==> src/rtl/sapcs_pkg.sv <==
// Shared types and constants of the servo arm command step.
// Used by the controller, the datapath and the top level; depends on nothing.
package sapcs_pkg;

    localparam int ANGLE_FRAC_BITS = 6;
    localparam int GAIN_FRAC_BITS  = 20;

    // opcodes
    localparam logic [2:0] OP_STOP        = 3'd0;
    localparam logic [2:0] OP_ACTIVATE    = 3'd1;
    localparam logic [2:0] OP_TRACK_CAP   = 3'd2;
    localparam logic [2:0] OP_TRACK_FLOOR = 3'd3;
    localparam logic [2:0] OP_HOME        = 3'd4;

    // configuration register indexes
    localparam int CFG_IDX_W = 3;
    localparam logic [CFG_IDX_W-1:0] CFG_GAIN_P        = 3'd0;
    localparam logic [CFG_IDX_W-1:0] CFG_GAIN_I        = 3'd1;
    localparam logic [CFG_IDX_W-1:0] CFG_GAIN_D        = 3'd2;
    localparam logic [CFG_IDX_W-1:0] CFG_WINDUP_LIMIT  = 3'd3;
    localparam logic [CFG_IDX_W-1:0] CFG_STRIKE_WINDOW = 3'd4;
    localparam logic [CFG_IDX_W-1:0] CFG_SHOULDER_MIN  = 3'd5;
    localparam logic [CFG_IDX_W-1:0] CFG_SHOULDER_MAX  = 3'd6;
    localparam int CFG_DATA_W = 22;

    // pulse widths in microseconds
    localparam logic [11:0] PULSE_STOP_PAN      = 12'd900;
    localparam logic [11:0] PULSE_STOP_SHOULDER = 12'd1900;
    localparam logic [11:0] PULSE_ACT_SHOULDER  = 12'd1700;
    localparam logic [11:0] PULSE_NEUTRAL       = 12'd1500;
    localparam logic [10:0] STRIKER_REST        = 11'd900;
    localparam logic [10:0] STRIKER_NEUTRAL     = 11'd1500;
    localparam logic signed [12:0] PAN_CENTRE   = 13'sd1500;
    localparam logic signed [12:0] PAN_CAP      = 13'sd1800;
    localparam logic signed [12:0] PAN_FLOOR    = 13'sd1100;
    localparam logic signed [12:0] PAN_LOW      = 13'sd500;
    localparam logic signed [12:0] PAN_HIGH     = 13'sd2500;

    // datapath widths
    localparam int MUL_W  = 25;
    localparam int PROD_W = 2 * MUL_W;
    localparam int ACC_W  = 47;
    localparam int RQ_W   = ACC_W - GAIN_FRAC_BITS;
    localparam int DMAG_W = 14;
    localparam int X_W    = 24;
    localparam int Q_W    = 11;

    // drive limit and the drive-to-pulse scaling (1000 / LIM by reciprocal)
    localparam int LIM        = 180 << ANGLE_FRAC_BITS;
    localparam int PULSE_SPAN = 2000 - 1000;
    localparam int DIV_SHIFT  = 30;
    localparam int DIV_RECIP  = int'((64'd1 << DIV_SHIFT) / LIM);

    // pan scaling: 1000/180 = 50/9, divide by 9 through a reciprocal
    localparam int PAN_STEP  = 50;
    localparam int PAN_SHIFT = 17;
    localparam int PAN_RECIP = 14564;

    typedef struct packed {
        logic [19:0] gain_p;
        logic [19:0] gain_i;
        logic [19:0] gain_d;
        logic [21:0] windup_limit;
        logic [13:0] strike_window;
        logic [11:0] shoulder_min;
        logic [11:0] shoulder_max;
    } cfg_t;

    typedef enum logic [1:0] {
        MSEL_P,
        MSEL_I,
        MSEL_D,
        MSEL_R
    } msel_t;

    typedef struct packed {
        logic  capture;
        logic  calc;
        msel_t mul_sel;
        logic  acc_add;
        logic  rnd;
        logic  clamp;
        logic  qest;
        logic  corr;
        logic  commit;
    } dp_cmd_t;

    typedef struct packed {
        logic track;
    } dp_stat_t;

endpackage

==> src/rtl/sapcs_ctrl.sv <==
// Sequencer of the servo arm command step: steps the datapath through one item.
// Depends on sapcs_pkg for the command and status types.
module sapcs_ctrl import sapcs_pkg::*; (
    input  logic     aclk,
    input  logic     aresetn,
    input  logic     s_tvalid,
    output logic     s_tready,
    output logic     m_tvalid,
    input  logic     m_tready,
    input  dp_stat_t stat,
    output dp_cmd_t  cmd
);

    typedef enum logic [3:0] {
        ST_IDLE,
        ST_CALC,
        ST_MUL_P,
        ST_MUL_I,
        ST_MUL_D,
        ST_ACC,
        ST_RND,
        ST_CLAMP,
        ST_MUL_R,
        ST_QEST,
        ST_CORR,
        ST_COMMIT
    } state_t;

    state_t state_reg;
    logic   m_tvalid_reg;
    logic   out_free;

    assign out_free = !m_tvalid_reg || m_tready;
    assign s_tready = (state_reg == ST_IDLE);
    assign m_tvalid = m_tvalid_reg;

    always_comb begin
        cmd         = '0;
        cmd.mul_sel = MSEL_P;
        case (state_reg)
            ST_IDLE:   cmd.capture = s_tvalid;
            ST_CALC:   cmd.calc = 1'b1;
            ST_MUL_P:  cmd.mul_sel = MSEL_P;
            ST_MUL_I: begin
                cmd.mul_sel = MSEL_I;
                cmd.acc_add = 1'b1;
            end
            ST_MUL_D: begin
                cmd.mul_sel = MSEL_D;
                cmd.acc_add = 1'b1;
            end
            ST_ACC:    cmd.acc_add = 1'b1;
            ST_RND:    cmd.rnd = 1'b1;
            ST_CLAMP:  cmd.clamp = 1'b1;
            ST_MUL_R:  cmd.mul_sel = MSEL_R;
            ST_QEST:   cmd.qest = 1'b1;
            ST_CORR:   cmd.corr = 1'b1;
            ST_COMMIT: cmd.commit = out_free;
            default:   cmd = '0;
        endcase
    end

    always_ff @(posedge aclk) begin
        if (!aresetn) begin
            state_reg    <= ST_IDLE;
            m_tvalid_reg <= 1'b0;
        end else begin
            // a new result takes precedence over the one leaving at this edge
            if (state_reg == ST_COMMIT && out_free) begin
                m_tvalid_reg <= 1'b1;
            end else if (m_tvalid_reg && m_tready) begin
                m_tvalid_reg <= 1'b0;
            end
            case (state_reg)
                ST_IDLE:  if (s_tvalid) state_reg <= ST_CALC;
                ST_CALC:  state_reg <= stat.track ? ST_MUL_P : ST_COMMIT;
                ST_MUL_P: state_reg <= ST_MUL_I;
                ST_MUL_I: state_reg <= ST_MUL_D;
                ST_MUL_D: state_reg <= ST_ACC;
                ST_ACC:   state_reg <= ST_RND;
                ST_RND:   state_reg <= ST_CLAMP;
                ST_CLAMP: state_reg <= ST_MUL_R;
                ST_MUL_R: state_reg <= ST_QEST;
                ST_QEST:  state_reg <= ST_CORR;
                ST_CORR:  state_reg <= ST_COMMIT;
                ST_COMMIT: begin
                    // hold until the output register is free
                    if (out_free) begin
                        state_reg <= ST_IDLE;
                    end
                end
                default:  state_reg <= ST_IDLE;
            endcase
        end
    end

endmodule

==> src/rtl/sapcs_dp.sv <==
// Datapath of the servo arm command step: PID state, shared multiplier,
// rounding, shoulder and pan arithmetic and the result register. Uses sapcs_pkg.
module sapcs_dp import sapcs_pkg::*; (
    input  logic               aclk,
    input  logic               aresetn,
    input  cfg_t               cfg,
    input  dp_cmd_t            cmd,
    output dp_stat_t           stat,
    input  logic [2:0]         in_opcode,
    input  logic signed [14:0] in_angle_one,
    input  logic signed [14:0] in_angle_two,
    input  logic signed [14:0] in_reported_offset,
    input  logic signed [8:0]  in_target_angle,
    output logic [11:0]        out_pan_pulse,
    output logic [11:0]        out_shoulder_pulse,
    output logic [10:0]        out_striker_pulse,
    output logic               out_strike,
    output logic               out_release_res,
    output logic [14:0]        out_drive_value
);

    // captured item
    logic [2:0]         op_reg;
    logic signed [14:0] a1_reg, a2_reg, off_reg;
    logic signed [8:0]  tgt_reg;

    // per-item working registers
    logic signed [15:0]       delta_reg;
    logic signed [16:0]       deriv_reg;
    logic signed [23:0]       sum_reg;
    logic                     strike_reg;
    logic [10:0]              pq_reg;
    logic                     tneg_reg;
    logic signed [PROD_W-1:0] prod_reg;
    logic signed [ACC_W-1:0]  acc_reg;
    logic                     rneg_reg;
    logic [RQ_W-1:0]          rq_reg;
    logic [DMAG_W-1:0]        dmag_reg;
    logic [X_W-1:0]           x_reg;
    logic [Q_W-2:0]           qest_reg;
    logic signed [11:0]       dq_reg;

    // PID and shoulder state
    logic [11:0]        store_reg;
    logic signed [23:0] integ_reg;
    logic signed [15:0] prev_reg;

    // result register
    logic [11:0] pan_o_reg, shoulder_o_reg;
    logic [10:0] striker_o_reg;
    logic        strike_o_reg, release_o_reg;
    logic [14:0] drive_o_reg;

    assign stat.track = (op_reg == OP_TRACK_CAP) || (op_reg == OP_TRACK_FLOOR);

    // ---- first step: differences, saturated integral, pan quotient, strike test
    logic signed [15:0] delta_c;
    logic signed [16:0] deriv_c;
    logic signed [24:0] sum_wide;
    logic signed [23:0] sum_c;
    logic [14:0]        omag;
    logic [8:0]         tmag;
    logic [13:0]        py;
    logic [27:0]        pprod;

    assign delta_c  = {a2_reg[14], a2_reg} - {a1_reg[14], a1_reg};
    assign deriv_c  = {delta_c[15], delta_c} - {prev_reg[15], prev_reg};
    assign sum_wide = {integ_reg[23], integ_reg} + {{9{delta_c[15]}}, delta_c};
    always_comb begin
        if (sum_wide[24] != sum_wide[23]) begin
            sum_c = sum_wide[24] ? 24'sh800000 : 24'sh7FFFFF;
        end else begin
            sum_c = sum_wide[23:0];
        end
    end
    assign omag  = off_reg[14] ? (15'd0 - off_reg) : off_reg;
    assign tmag  = tgt_reg[8] ? (9'd0 - tgt_reg) : tgt_reg;
    assign py    = 14'(tmag) * 14'(PAN_STEP);
    assign pprod = 28'(py) * 28'(PAN_RECIP);

    // ---- shared multiplier
    logic signed [MUL_W-1:0]  ma, mb;
    logic signed [PROD_W-1:0] prod_c;

    always_comb begin
        case (cmd.mul_sel)
            MSEL_P: begin
                ma = $signed({5'b0, cfg.gain_p});
                mb = $signed({{9{delta_reg[15]}}, delta_reg});
            end
            MSEL_I: begin
                ma = $signed({5'b0, cfg.gain_i});
                mb = $signed({sum_reg[23], sum_reg});
            end
            MSEL_D: begin
                ma = $signed({5'b0, cfg.gain_d});
                mb = $signed({{8{deriv_reg[16]}}, deriv_reg});
            end
            MSEL_R: begin
                ma = MUL_W'(DIV_RECIP);
                mb = $signed({1'b0, x_reg});
            end
            default: begin
                ma = '0;
                mb = '0;
            end
        endcase
    end
    assign prod_c = ma * mb;

    // ---- rounding: magnitude plus half, ties away from zero
    logic [ACC_W-1:0] amag, rsum;
    assign amag = acc_reg[ACC_W-1] ? (ACC_W'(0) - acc_reg) : acc_reg;
    assign rsum = amag + (ACC_W'(1) << (GAIN_FRAC_BITS - 1));

    // ---- clamp to the drive limit and scale by the pulse span
    logic [DMAG_W-1:0] dmag_c;
    assign dmag_c = (rq_reg > RQ_W'(LIM)) ? DMAG_W'(LIM) : rq_reg[DMAG_W-1:0];

    // ---- correct the reciprocal quotient
    logic [X_W-1:0] rem_c;
    logic [Q_W-1:0] qfix;
    assign rem_c = x_reg - X_W'(qest_reg) * X_W'(LIM);
    assign qfix  = (rem_c >= X_W'(LIM)) ? ({1'b0, qest_reg} + Q_W'(1)) : {1'b0, qest_reg};

    // ---- shoulder update: cap to max first, then raise to min
    logic signed [13:0] ssum, smax, smin, scap;
    logic [11:0]        store_c;
    assign ssum = $signed({2'b0, store_reg}) + {{2{dq_reg[11]}}, dq_reg};
    assign smax = $signed({2'b0, cfg.shoulder_max});
    assign smin = $signed({2'b0, cfg.shoulder_min});
    assign scap = (ssum > smax) ? smax : ssum;
    assign store_c = (scap < smin) ? cfg.shoulder_min : scap[11:0];

    // ---- pan finish
    logic signed [12:0] pan_s, pan_lim, pan_c;
    always_comb begin
        pan_s = tneg_reg ? (PAN_CENTRE - $signed({2'b0, pq_reg}))
                         : (PAN_CENTRE + $signed({2'b0, pq_reg}));
        pan_lim = pan_s;
        if (op_reg == OP_TRACK_CAP && pan_s > PAN_CAP) begin
            pan_lim = PAN_CAP;
        end
        if (op_reg == OP_TRACK_FLOOR && pan_s < PAN_FLOOR) begin
            pan_lim = PAN_FLOOR;
        end
        if (pan_lim < PAN_LOW) begin
            pan_c = PAN_LOW;
        end else if (pan_lim > PAN_HIGH) begin
            pan_c = PAN_HIGH;
        end else begin
            pan_c = pan_lim;
        end
    end

    logic [23:0] smag;
    logic [14:0] drive_c;
    assign smag    = sum_reg[23] ? (24'd0 - sum_reg) : sum_reg;
    assign drive_c = rneg_reg ? (15'd0 - {1'b0, dmag_reg}) : {1'b0, dmag_reg};

    // working registers, no reset needed
    always_ff @(posedge aclk) begin
        prod_reg <= prod_c;
        if (cmd.capture) begin
            op_reg  <= in_opcode;
            a1_reg  <= in_angle_one;
            a2_reg  <= in_angle_two;
            off_reg <= in_reported_offset;
            tgt_reg <= in_target_angle;
        end
        if (cmd.calc) begin
            delta_reg  <= delta_c;
            deriv_reg  <= deriv_c;
            sum_reg    <= sum_c;
            strike_reg <= (omag < {1'b0, cfg.strike_window});
            pq_reg     <= pprod[PAN_SHIFT +: 11];
            tneg_reg   <= tgt_reg[8];
            acc_reg    <= '0;
        end
        if (cmd.acc_add) begin
            acc_reg <= acc_reg + prod_reg[ACC_W-1:0];
        end
        if (cmd.rnd) begin
            rneg_reg <= acc_reg[ACC_W-1];
            rq_reg   <= rsum[ACC_W-1:GAIN_FRAC_BITS];
        end
        if (cmd.clamp) begin
            dmag_reg <= dmag_c;
            x_reg    <= X_W'(dmag_c) * X_W'(PULSE_SPAN);
        end
        if (cmd.qest) begin
            qest_reg <= prod_reg[DIV_SHIFT +: (Q_W - 1)];
        end
        if (cmd.corr) begin
            dq_reg <= rneg_reg ? (12'd0 - 12'(qfix)) : 12'(qfix);
        end
        if (cmd.commit) begin
            case (op_reg)
                OP_STOP: begin
                    pan_o_reg      <= PULSE_STOP_PAN;
                    shoulder_o_reg <= PULSE_STOP_SHOULDER;
                    striker_o_reg  <= STRIKER_REST;
                    strike_o_reg   <= 1'b0;
                    release_o_reg  <= 1'b1;
                    drive_o_reg    <= '0;
                end
                OP_ACTIVATE: begin
                    pan_o_reg      <= PULSE_NEUTRAL;
                    shoulder_o_reg <= PULSE_ACT_SHOULDER;
                    striker_o_reg  <= STRIKER_NEUTRAL;
                    strike_o_reg   <= 1'b0;
                    release_o_reg  <= 1'b0;
                    drive_o_reg    <= '0;
                end
                OP_TRACK_CAP, OP_TRACK_FLOOR: begin
                    pan_o_reg      <= pan_c[11:0];
                    shoulder_o_reg <= store_c;
                    striker_o_reg  <= strike_reg ? STRIKER_REST : STRIKER_NEUTRAL;
                    strike_o_reg   <= strike_reg;
                    release_o_reg  <= 1'b0;
                    drive_o_reg    <= drive_c;
                end
                default: begin
                    pan_o_reg      <= PULSE_NEUTRAL;
                    shoulder_o_reg <= PULSE_NEUTRAL;
                    striker_o_reg  <= STRIKER_NEUTRAL;
                    strike_o_reg   <= 1'b0;
                    release_o_reg  <= 1'b0;
                    drive_o_reg    <= '0;
                end
            endcase
        end
    end

    // controller state: shoulder store and PID memory
    always_ff @(posedge aclk) begin
        if (!aresetn) begin
            store_reg <= PULSE_NEUTRAL;
            integ_reg <= '0;
            prev_reg  <= '0;
        end else if (cmd.commit) begin
            case (op_reg)
                OP_STOP:     store_reg <= PULSE_STOP_SHOULDER;
                OP_ACTIVATE: store_reg <= PULSE_ACT_SHOULDER;
                OP_TRACK_CAP, OP_TRACK_FLOOR: begin
                    store_reg <= store_c;
                    // drop the integral once it runs past the limit
                    integ_reg <= (smag > {2'b0, cfg.windup_limit}) ? 24'sd0 : sum_reg;
                    prev_reg  <= delta_reg;
                end
                default:     store_reg <= store_reg;
            endcase
        end
    end

    assign out_pan_pulse      = pan_o_reg;
    assign out_shoulder_pulse = shoulder_o_reg;
    assign out_striker_pulse  = striker_o_reg;
    assign out_strike         = strike_o_reg;
    assign out_release_res    = release_o_reg;
    assign out_drive_value    = drive_o_reg;

endmodule

==> src/rtl/servo_arm_pid_command_step.sv <==
// Servo arm command step, top level: configuration registers, stream packing,
// controller and datapath. Depends on sapcs_pkg, sapcs_ctrl and sapcs_dp.
//
// Use: each item on the s_ channel is one command (opcode in s_tuser, angles
// and target in s_tdata) and yields exactly one item on the m_ channel with
// the pan, shoulder and striker pulse widths, strike and release flags and
// the clamped PID drive value.
// Stop, activate and home go from acceptance through the calculation step
// to the result register; the two track commands also pass the steps of
// the one shared 25x25 multiplier, which forms the three PID products and
// the drive scaling in series. One item is in work at a time, so s_tready
// rises again once the result is registered: an item may be accepted while
// the previous result still waits on m_tready. When the receiver stalls, the
// finished item holds in the output register and the following item waits in
// its last step.
// The cfg_ channel writes a register (index in cfg_index) at any handshake;
// write only while the block is idle.
// Reset (aresetn low, synchronous) restores the register defaults, sets the
// stored shoulder pulse to 1500 us, clears the PID memory and empties both
// channels. No clearing pass follows.
module servo_arm_pid_command_step import sapcs_pkg::*; (
    input  logic                  aclk,
    input  logic                  aresetn,
    // command channel
    input  logic                  s_tvalid,
    output logic                  s_tready,
    // angle_one[14:0], angle_two[29:15], reported_offset[44:30],
    // target_angle[53:45], zero fill [55:54]
    input  logic [55:0]           s_tdata,
    // opcode[2:0]
    input  logic [2:0]            s_tuser,
    // result channel
    output logic                  m_tvalid,
    input  logic                  m_tready,
    // pan_pulse[11:0], shoulder_pulse[23:12], striker_pulse[34:24], strike[35],
    // release_res[36], drive_value[51:37], zero fill [55:52]
    output logic [55:0]           m_tdata,
    // configuration write channel
    input  logic                  cfg_valid,
    output logic                  cfg_ready,
    input  logic [CFG_IDX_W-1:0]  cfg_index,
    input  logic [CFG_DATA_W-1:0] cfg_data
);

    cfg_t     cfg_reg;
    dp_cmd_t  cmd;
    dp_stat_t stat;

    logic [11:0] pan_pulse, shoulder_pulse;
    logic [10:0] striker_pulse;
    logic        strike, release_res;
    logic [14:0] drive_value;

    assign cfg_ready = 1'b1;

    always_ff @(posedge aclk) begin
        if (!aresetn) begin
            cfg_reg.gain_p        <= 20'd10486;
            cfg_reg.gain_i        <= 20'd105;
            cfg_reg.gain_d        <= 20'd5243;
            cfg_reg.windup_limit  <= 22'd640000;
            cfg_reg.strike_window <= 14'd320;
            cfg_reg.shoulder_min  <= 12'd900;
            cfg_reg.shoulder_max  <= 12'd1900;
        end else if (cfg_valid) begin
            case (cfg_index)
                CFG_GAIN_P:        cfg_reg.gain_p        <= cfg_data[19:0];
                CFG_GAIN_I:        cfg_reg.gain_i        <= cfg_data[19:0];
                CFG_GAIN_D:        cfg_reg.gain_d        <= cfg_data[19:0];
                CFG_WINDUP_LIMIT:  cfg_reg.windup_limit  <= cfg_data[21:0];
                CFG_STRIKE_WINDOW: cfg_reg.strike_window <= cfg_data[13:0];
                CFG_SHOULDER_MIN:  cfg_reg.shoulder_min  <= cfg_data[11:0];
                CFG_SHOULDER_MAX:  cfg_reg.shoulder_max  <= cfg_data[11:0];
                default:           cfg_reg <= cfg_reg;
            endcase
        end
    end

    sapcs_ctrl u_ctrl (
        .aclk     (aclk),
        .aresetn  (aresetn),
        .s_tvalid (s_tvalid),
        .s_tready (s_tready),
        .m_tvalid (m_tvalid),
        .m_tready (m_tready),
        .stat     (stat),
        .cmd      (cmd)
    );

    sapcs_dp u_dp (
        .aclk               (aclk),
        .aresetn            (aresetn),
        .cfg                (cfg_reg),
        .cmd                (cmd),
        .stat               (stat),
        .in_opcode          (s_tuser),
        .in_angle_one       (s_tdata[14:0]),
        .in_angle_two       (s_tdata[29:15]),
        .in_reported_offset (s_tdata[44:30]),
        .in_target_angle    (s_tdata[53:45]),
        .out_pan_pulse      (pan_pulse),
        .out_shoulder_pulse (shoulder_pulse),
        .out_striker_pulse  (striker_pulse),
        .out_strike         (strike),
        .out_release_res    (release_res),
        .out_drive_value    (drive_value)
    );

    assign m_tdata = {4'b0, drive_value, release_res, strike, striker_pulse,
                      shoulder_pulse, pan_pulse};

endmodule
==> config.mk <==
export PLATFORM = sky130hd
export DESIGN_NAME = servo_arm_pid_command_step
export DESIGN_NICKNAME = d
export VERILOG_FILES = /design/src/rtl/sapcs_pkg.sv /design/src/rtl/sapcs_ctrl.sv /design/src/rtl/sapcs_dp.sv /design/src/rtl/servo_arm_pid_command_step.sv
export SDC_FILE = /design/constraint.sdc
export NUM_CORES = 2
export LEC_CHECK = 0
export ABC_CLOCK_PERIOD_IN_PS = 14640
export BUFFER_PORTS_ARGS = -buffer_cell sky130_fd_sc_hd__clkbuf_2
export CORE_MARGIN = 1
export CORE_UTILIZATION = 60
export CTS_CLUSTER_SIZE = 16
export DETAILED_ROUTE_END_ITERATION = 7
export PLACE_DENSITY_LB_ADDON = 0.3
export SYNTH_ARGS = -nofsm -noshare
export SYNTH_HDL_FRONTEND = slang
export SYNTH_SLANG_ARGS = --single-unit
==> constraint.sdc <==
create_clock -name aclk -period 14.64 [get_ports aclk]
set_clock_uncertainty 0.2 [all_clocks]
set_input_delay 2.196 -clock aclk [delete_from_list [all_inputs] [get_ports aclk]]
set_output_delay 2.196 -clock aclk [all_outputs]
set_load 0.005 [all_outputs]
Yosys cells after proc, flatten, opt, wreduce, memory -nomap -nowiden
Index checks and enable logic that the tools add are counted.

word-level totals
  flip-flop bits (word level) = 535
  latch bits = 0
  RAM bits = 0
  ROM bits = 0
  input port bits = 89
  output and inout port bits = 59
  memories = 0

cells by class
  add/subtract/negate cells = 16
  multipliers = 5
  divide/modulo/power cells = 0
  magnitude comparators = 10
  equality and inequality tests = 26
  shifts and indexed selects = 0
  multiplexer cells = 43
  bitwise operators = 0
  reduce and logical (&&, ||, !) cells = 27

operator list
  cell                                                                                   count
  25-bit one-hot mux with 4 select lines                                                 2
  47-bit two-way mux                                                                     3
  24-bit two-way mux                                                                     4
  12-bit one-hot mux with 3 select lines                                                 2
  4-bit one-hot mux with 12 select lines                                                 1
  47-bit by 20-bit adder with 47-bit output, second input constant                       1
  47-bit adder                                                                           1
  25-bit by 25-bit multiplier with 47-bit output                                         1
  1-bit by 47-bit subtractor with 47-bit output, first input constant                    1
  14-bit two-way mux                                                                     3
  13-bit two-way mux                                                                     3
  12-bit two-way mux                                                                     3
  11-bit two-way mux                                                                     3
  27-bit by 14-bit greater-than comparator with 1-bit output, second input constant      1
  24-bit by 16-bit adder with 25-bit output                                              1
  13-bit by 12-bit multiplier with 25-bit output, second input constant                  1
  24-bit by 14-bit greater-or-equal comparator with 1-bit output, second input constant  1
  24-bit by 22-bit greater-than comparator with 1-bit output                             1
  12-bit one-hot mux with 2 select lines                                                 1
  1-bit by 24-bit subtractor with 24-bit output, first input constant                    1
  24-bit subtractor                                                                      1
  11-bit one-hot mux with 2 select lines                                                 1
  2-bit AND reduction                                                                    11
  14-bit by 7-bit multiplier with 21-bit output, second input constant                   1
  other kinds (46)                                                                       78

Logic depth before layout (Yosys ltp)
  depth in word-level cells = 10
  mapped depth = 36
  depth with buffers taken out = 34

Cells and area by module
A second synthesis with hierarchy kept.

second synthesis, totals
  cell total of the unflattened synthesis = 5,648
  area total of the unflattened synthesis = 53,048.4 um^2

modules (own cells, without submodules)
  module                      times used  cells each  area each (um^2)
  sapcs_dp                    1           5,144       47,992.3
  servo_arm_pid_command_step  1           454         4,685.7
  sapcs_ctrl                  1           50          370.4

Worst setup path after synthesis
OpenSTA, ideal clock, no wires.

  path kind = register -> register
  start point = reg u_ctrl.state_reg[0]
  end point = reg u_dp.prod_reg[44]
  library setup time = 72 ps
  arrival = 8,655 ps
  required time = 14,368 ps
  slack = 5,713 ps
  cell stages (with the launch flop) = 34
  clock period less this slack = 8,927 ps
  cells stage by stage = dfxtp_1 > clkbuf_1 > nand2b_1 > nor2_1 > nor2_1 > nand2_1 > clkbuf_1 > buf_1 > o21ai_1 > nor2_1 > fa_1 > fa_1 > inv_1 > fa_1 > fa_1 > inv_1 > fa_1 > fa_1 > inv_1 > fa_1 > inv_1 > ha_1 > a21o_1 > a21o_1 > a21oi_1 > o2111ai_1 > a221oi_1 > a31oi_1 > o31ai_1 > o211a_1 > o21bai_1 > a21o_1 > a221oi_1 > xnor2_1

between the ends
  longest elaborated chain between the ends = 5
  elaborated cells between the ends (all ways) = 11

ends and longest elaborated chain
  element                                             RTL line          RTL
  from (decl)                                         sapcs_ctrl.sv:29  state_t state_reg;
  from (signal assigned)                              sapcs_ctrl.sv:76  ST_CALC: state_reg <= stat.track ? ST_MUL_P : ST_COMMIT;
  4-bit == test (tied with other cells)               sapcs_ctrl.sv:40  case (state_reg)
  2-bit one-hot mux with 3 select lines (*)           sapcs_ctrl.sv:40
  2-bit == test (tied with other cells)               sapcs_dp.sv:86    case (cmd.mul_sel)
  25-bit one-hot mux with 4 select lines              sapcs_dp.sv:86
  25-bit by 25-bit multiplier with 47-bit output (*)  sapcs_dp.sv:109   assign prod_c = ma * mb;
  net u_dp.prod_c[44]                                 sapcs_dp.sv:83    logic signed [PROD_W-1:0] prod_c;
  to (signal assigned)                                sapcs_dp.sv:163   prod_reg <= prod_c;
  to (decl)                                           sapcs_dp.sv:34    logic signed [PROD_W-1:0] prod_reg;

The timed path passes the listed nets; every way through them passes the cells marked *. The select of a mux whose other input is x is not followed.
A chain may end at the register's enable or synchronous reset.

Worst setup path after layout
  start point = reg u_ctrl.state_reg[3]
  end point = reg u_dp.prod_reg[45]

The elaborated chain is that of the path after synthesis.

==> impl_summary.txt <==
----------------------------------------------------
[Logic synthesis]
  Total standard cell area after synthesis ... 0.0523 mm²
  Synthesized instance count ... 5736
  Number of unique standard cell types used by synthesis ... 94
  Cell types occupying the most area after synthesis ... fa_1, edfxtp_1, ha_1
  Post-synthesis register bit count ... 524
  Sequential fraction of the synthesis area ... 25.8%
  Post-synthesis compound-gate area fraction ... 12.6%
  Number of enable flip-flop cells after synthesis ... 300
  Yosys top cell by area ... fa_1
  Post-synthesis area per instance ... 9.12 µm²
  Xor and xnor area share after synthesis ... 4.97%
  Top_reg_cell synth ... edfxtp_1
  Share of the synthesized area in the top cell type ... 19.7%
  Simple-Gate Fraction of Synth Area ... 14.1%
  FFs w/ async S/R, synth ... 0%
  Total of warnings raised by yosys ... 0
  Post-synthesis adder-cell area fraction ... 33.7%
  Multiplexer share of the synthesized area ... 0.660%
  Combinational family with the most area after synthesis ... adder cells

[Clock network]
  Clock buffer count from CTS ... 59
  Post-CTS clock slew at the launch and capture registers of the worst setup and hold paths ... 0.07 ns
  # hold bufs at CTS ... 0
  Resized Gates After CTS ... 0
  Root Buffer Master ... clkbuf_16
  Deepest level of the CTS H-tree ... 2
  CTS tree ... built
  Number of clock sinks ... 524
  Worst-skew pair later-pin latency ... 0.70 ns
  Setup bufs post-CTS ... 0
  CTS Buffer Depth ... 3

[Die]
  Die extent in x ... 297 µm
  Die ar. ... 0.0883 mm²
  Chip Height ... 297 µm
  Number of top-level pins ... 148
  Floorplan row count ... 107
  Initial Util ... 61.0%
  Standard cell core area ... 0.0857 mm²

[Critical path]
  Capturing element of the worst setup path ... u_dp.prod_reg[45]$_DFF_P_
  Startpoint types ... register
  CP peak stage delay ... 0.82 ns
  Beginning of the critical path ... u_ctrl.state_reg[3]$_SDFFE_PN0P_
  Terminus of the critical flop-to-flop path ... u_dp.prod_reg[45]$_DFF_P_
  Data required time at the worst endpoint ... 15.03 ns
  Critical path capture point type ... register
  Most used cell along the critical path ... fa_1
  Register-to-register setup slack ... 3.31 ns
  Reg2reg path depth ... 31
  Launching point of the worst reg2reg path ... u_ctrl.state_reg[3]$_SDFFE_PN0P_
  Worst setup path class ... reg2reg
  Critical path arrival ... 11.72 ns
  Slowest cell on the critical path ... nor2_1
  Critical Path Fanout Max ... 35

[Routing]
  Final routed wirelength across all metal layers ... 137000 µm
  Number of antenna-violating nets in the routed design ... 0
  Detailed-route DRC error count ... 0
  Vias per std cell ... 5.81
  Count of routing violations after the opening detailed-route iteration ... 3427
  Routed wirelength normalized by instance count ... 19.6 µm
  Number of detailed-routing iterations run before antenna repair ... 8
  Total via count in the routed design ... 40500

[Final layout]
  Most common cell after layout, fill and taps aside ... inv_1
  Finished layout cell area ... 0.0563 mm²
  Number of nets in the layout ... 6976
  Area added between synthesis and finish ... 7.68%
  Post-Layout Cell Count ... 6983
  Area taken by multi-input logic gates ... 0.0347 mm²
  Commonest cells after routing, fill and taps aside ... inv_1, nand2_1, ha_1, nor2_1, fa_1
  Number of flip-flops in the largest register ... 120
  Number of antenna repair diodes ... 0
  Number of fill cells ... 6838
  Ratio of cells with drive above 1 in the final layout ... 6.22%
  Sequential standard cell area ... 0.0135 mm²

[Timing]
  Period utilisation layout ... 77.4%
  Setup violators final ... 0
  Setup repair after global routing missed its margin ... false
  Top achievable clock speed ... 88.2 MHz
  Final Hold Vio Count ... 0
  Post-Route Setup TNS ... 0 ns
  Period minus WS final ... 11.33 ns
  Pins Over Slew Limit ... 0
  Normalized max-slew margin ... 9.58%
  Slew of the pin with the lowest slew margin ... 1.35 ns

[Global route]
  Remaining global-route overflow ... 0
  Maximum number of pins on one net before global-route repair ... 97
  Global-route wire length before repair ... 219000 µm
  Antenna violations before repair ... 0
  Number of global-route vias before repair ... 40600
  Global-route usage over all layers ... 31.3%

[Placed design]
  Gpl congestion ... 0.963
  Cell count after placement ... 6871
  Area after DPL ... 0.0541 mm²
  Half-perimeter wire length of the detailed placement result ... 104000 µm
  Port buffer count ... 134

[Job]
  MaxCap Viol Count ... 0

[Run status]
  Outcome ... finished clean

[Hold path]
  Min-Delay Path Class ... reg2reg

----------------------------------------------------
==> critical path, delay by kind of cell, from the launching register on <==
| family | cells | cell delay [ns] |
|---|---|---|
| adder cells (fa/ha/maj) | 8 | 4.11 |
| AND/OR/NAND/NOR | 10 | 3.23 |
| AO/OA/AOI/OAI | 7 | 1.86 |
| buffers and inverters | 5 | 1.03 |
| flip-flops | 1 | 0.62 |
| XOR/XNOR | 1 | 0.14 |
==> synth_stat cells, types with 16 or more instances <==
cell and count:
a21boi_0 110, a21o_1 113, a21oi_1 232, a222oi_1 16, a22oi_1 22, a31oi_1 27, and2_1 45, and3_1 29
buf_4 17, clkbuf_1 186, dfxtp_1 224, edfxtp_1 300, fa_1 515, ha_1 584, inv_1 900, mux2_2 16
nand2_1 678, nand2b_1 59, nand3_1 90, nand4_1 38, nor2_1 540, nor2b_1 39, nor3_1 66, nor4_1 19
o211ai_1 34, o21a_1 61, o21ai_0 179, o21bai_1 35, o31ai_1 24, or3_1 24, xnor2_1 219, xor2_1 78
==> final cells by class <==
cell class	count	share of cell area (%)
Multi-Input combinational cell	4107	61.6
Inverter	901	6.01
Clock buffer	82	2.98
Sequential cell	524	24.0
Clock inverter	30	0.942
Tap cell	1144	2.54
Timing Repair Buffer	195	2.01
==> worst min-delay path by stage <==
stage,from,end,slack (ns),cells after the start
after detailed placement,u_dp.prod_reg[37]$_DFF_P_,u_dp.qest_reg[7]$_DFFE_PP_,0.25,0
after global routing,u_dp.prod_reg[35]$_DFF_P_,u_dp.qest_reg[5]$_DFFE_PP_,0.24,0
after CTS,u_dp.prod_reg[35]$_DFF_P_,u_dp.qest_reg[5]$_DFFE_PP_,0.24,0
after global placement,u_dp.prod_reg[37]$_DFF_P_,u_dp.qest_reg[7]$_DFFE_PP_,0.24,0
final,u_dp.prod_reg[35]$_DFF_P_,u_dp.qest_reg[5]$_DFFE_PP_,0.22,0
after floorplan,u_dp.prod_reg[30]$_DFF_P_,u_dp.qest_reg[0]$_DFFE_PP_,0.21,0
==> per-stage QoR <==
step | util [%] | hold slack (ns) | setup WS (ns)
after floorplan | - | 0.212 | 5.71
after global placement | 63.1 | 0.238 | 3.87
after detailed placement | 63.1 | 0.245 | 3.63
after CTS | 65.7 | 0.235 | 3.56
after global routing | 65.7 | 0.242 | 2.74
final | 65.7 | 0.224 | 3.31
==> layer usage <==
layer	global-route usage [%]	part of all wire (%)	vias to the layer above
met2	49.6	45	1562
li1	-	-	19000
met3	6.54	9.8	300
met5	0	0	-
met1	42.7	41	19700
met4	11.0	3.8	0
==> cell families after synthesis <==
kind of cell,Yosys count
AND/OR/NAND/NOR,1679
buffers and inverters,1114
adder cells (fa/ha/maj),1101
AO/OA/AOI/OAI,987
flip-flops,524
XOR/XNOR,297
multiplexers,32
other,2
Power is left out: the tool's default activity adds up to more than one toggle a clock period on the data nets, which glitch-free logic cannot reach.
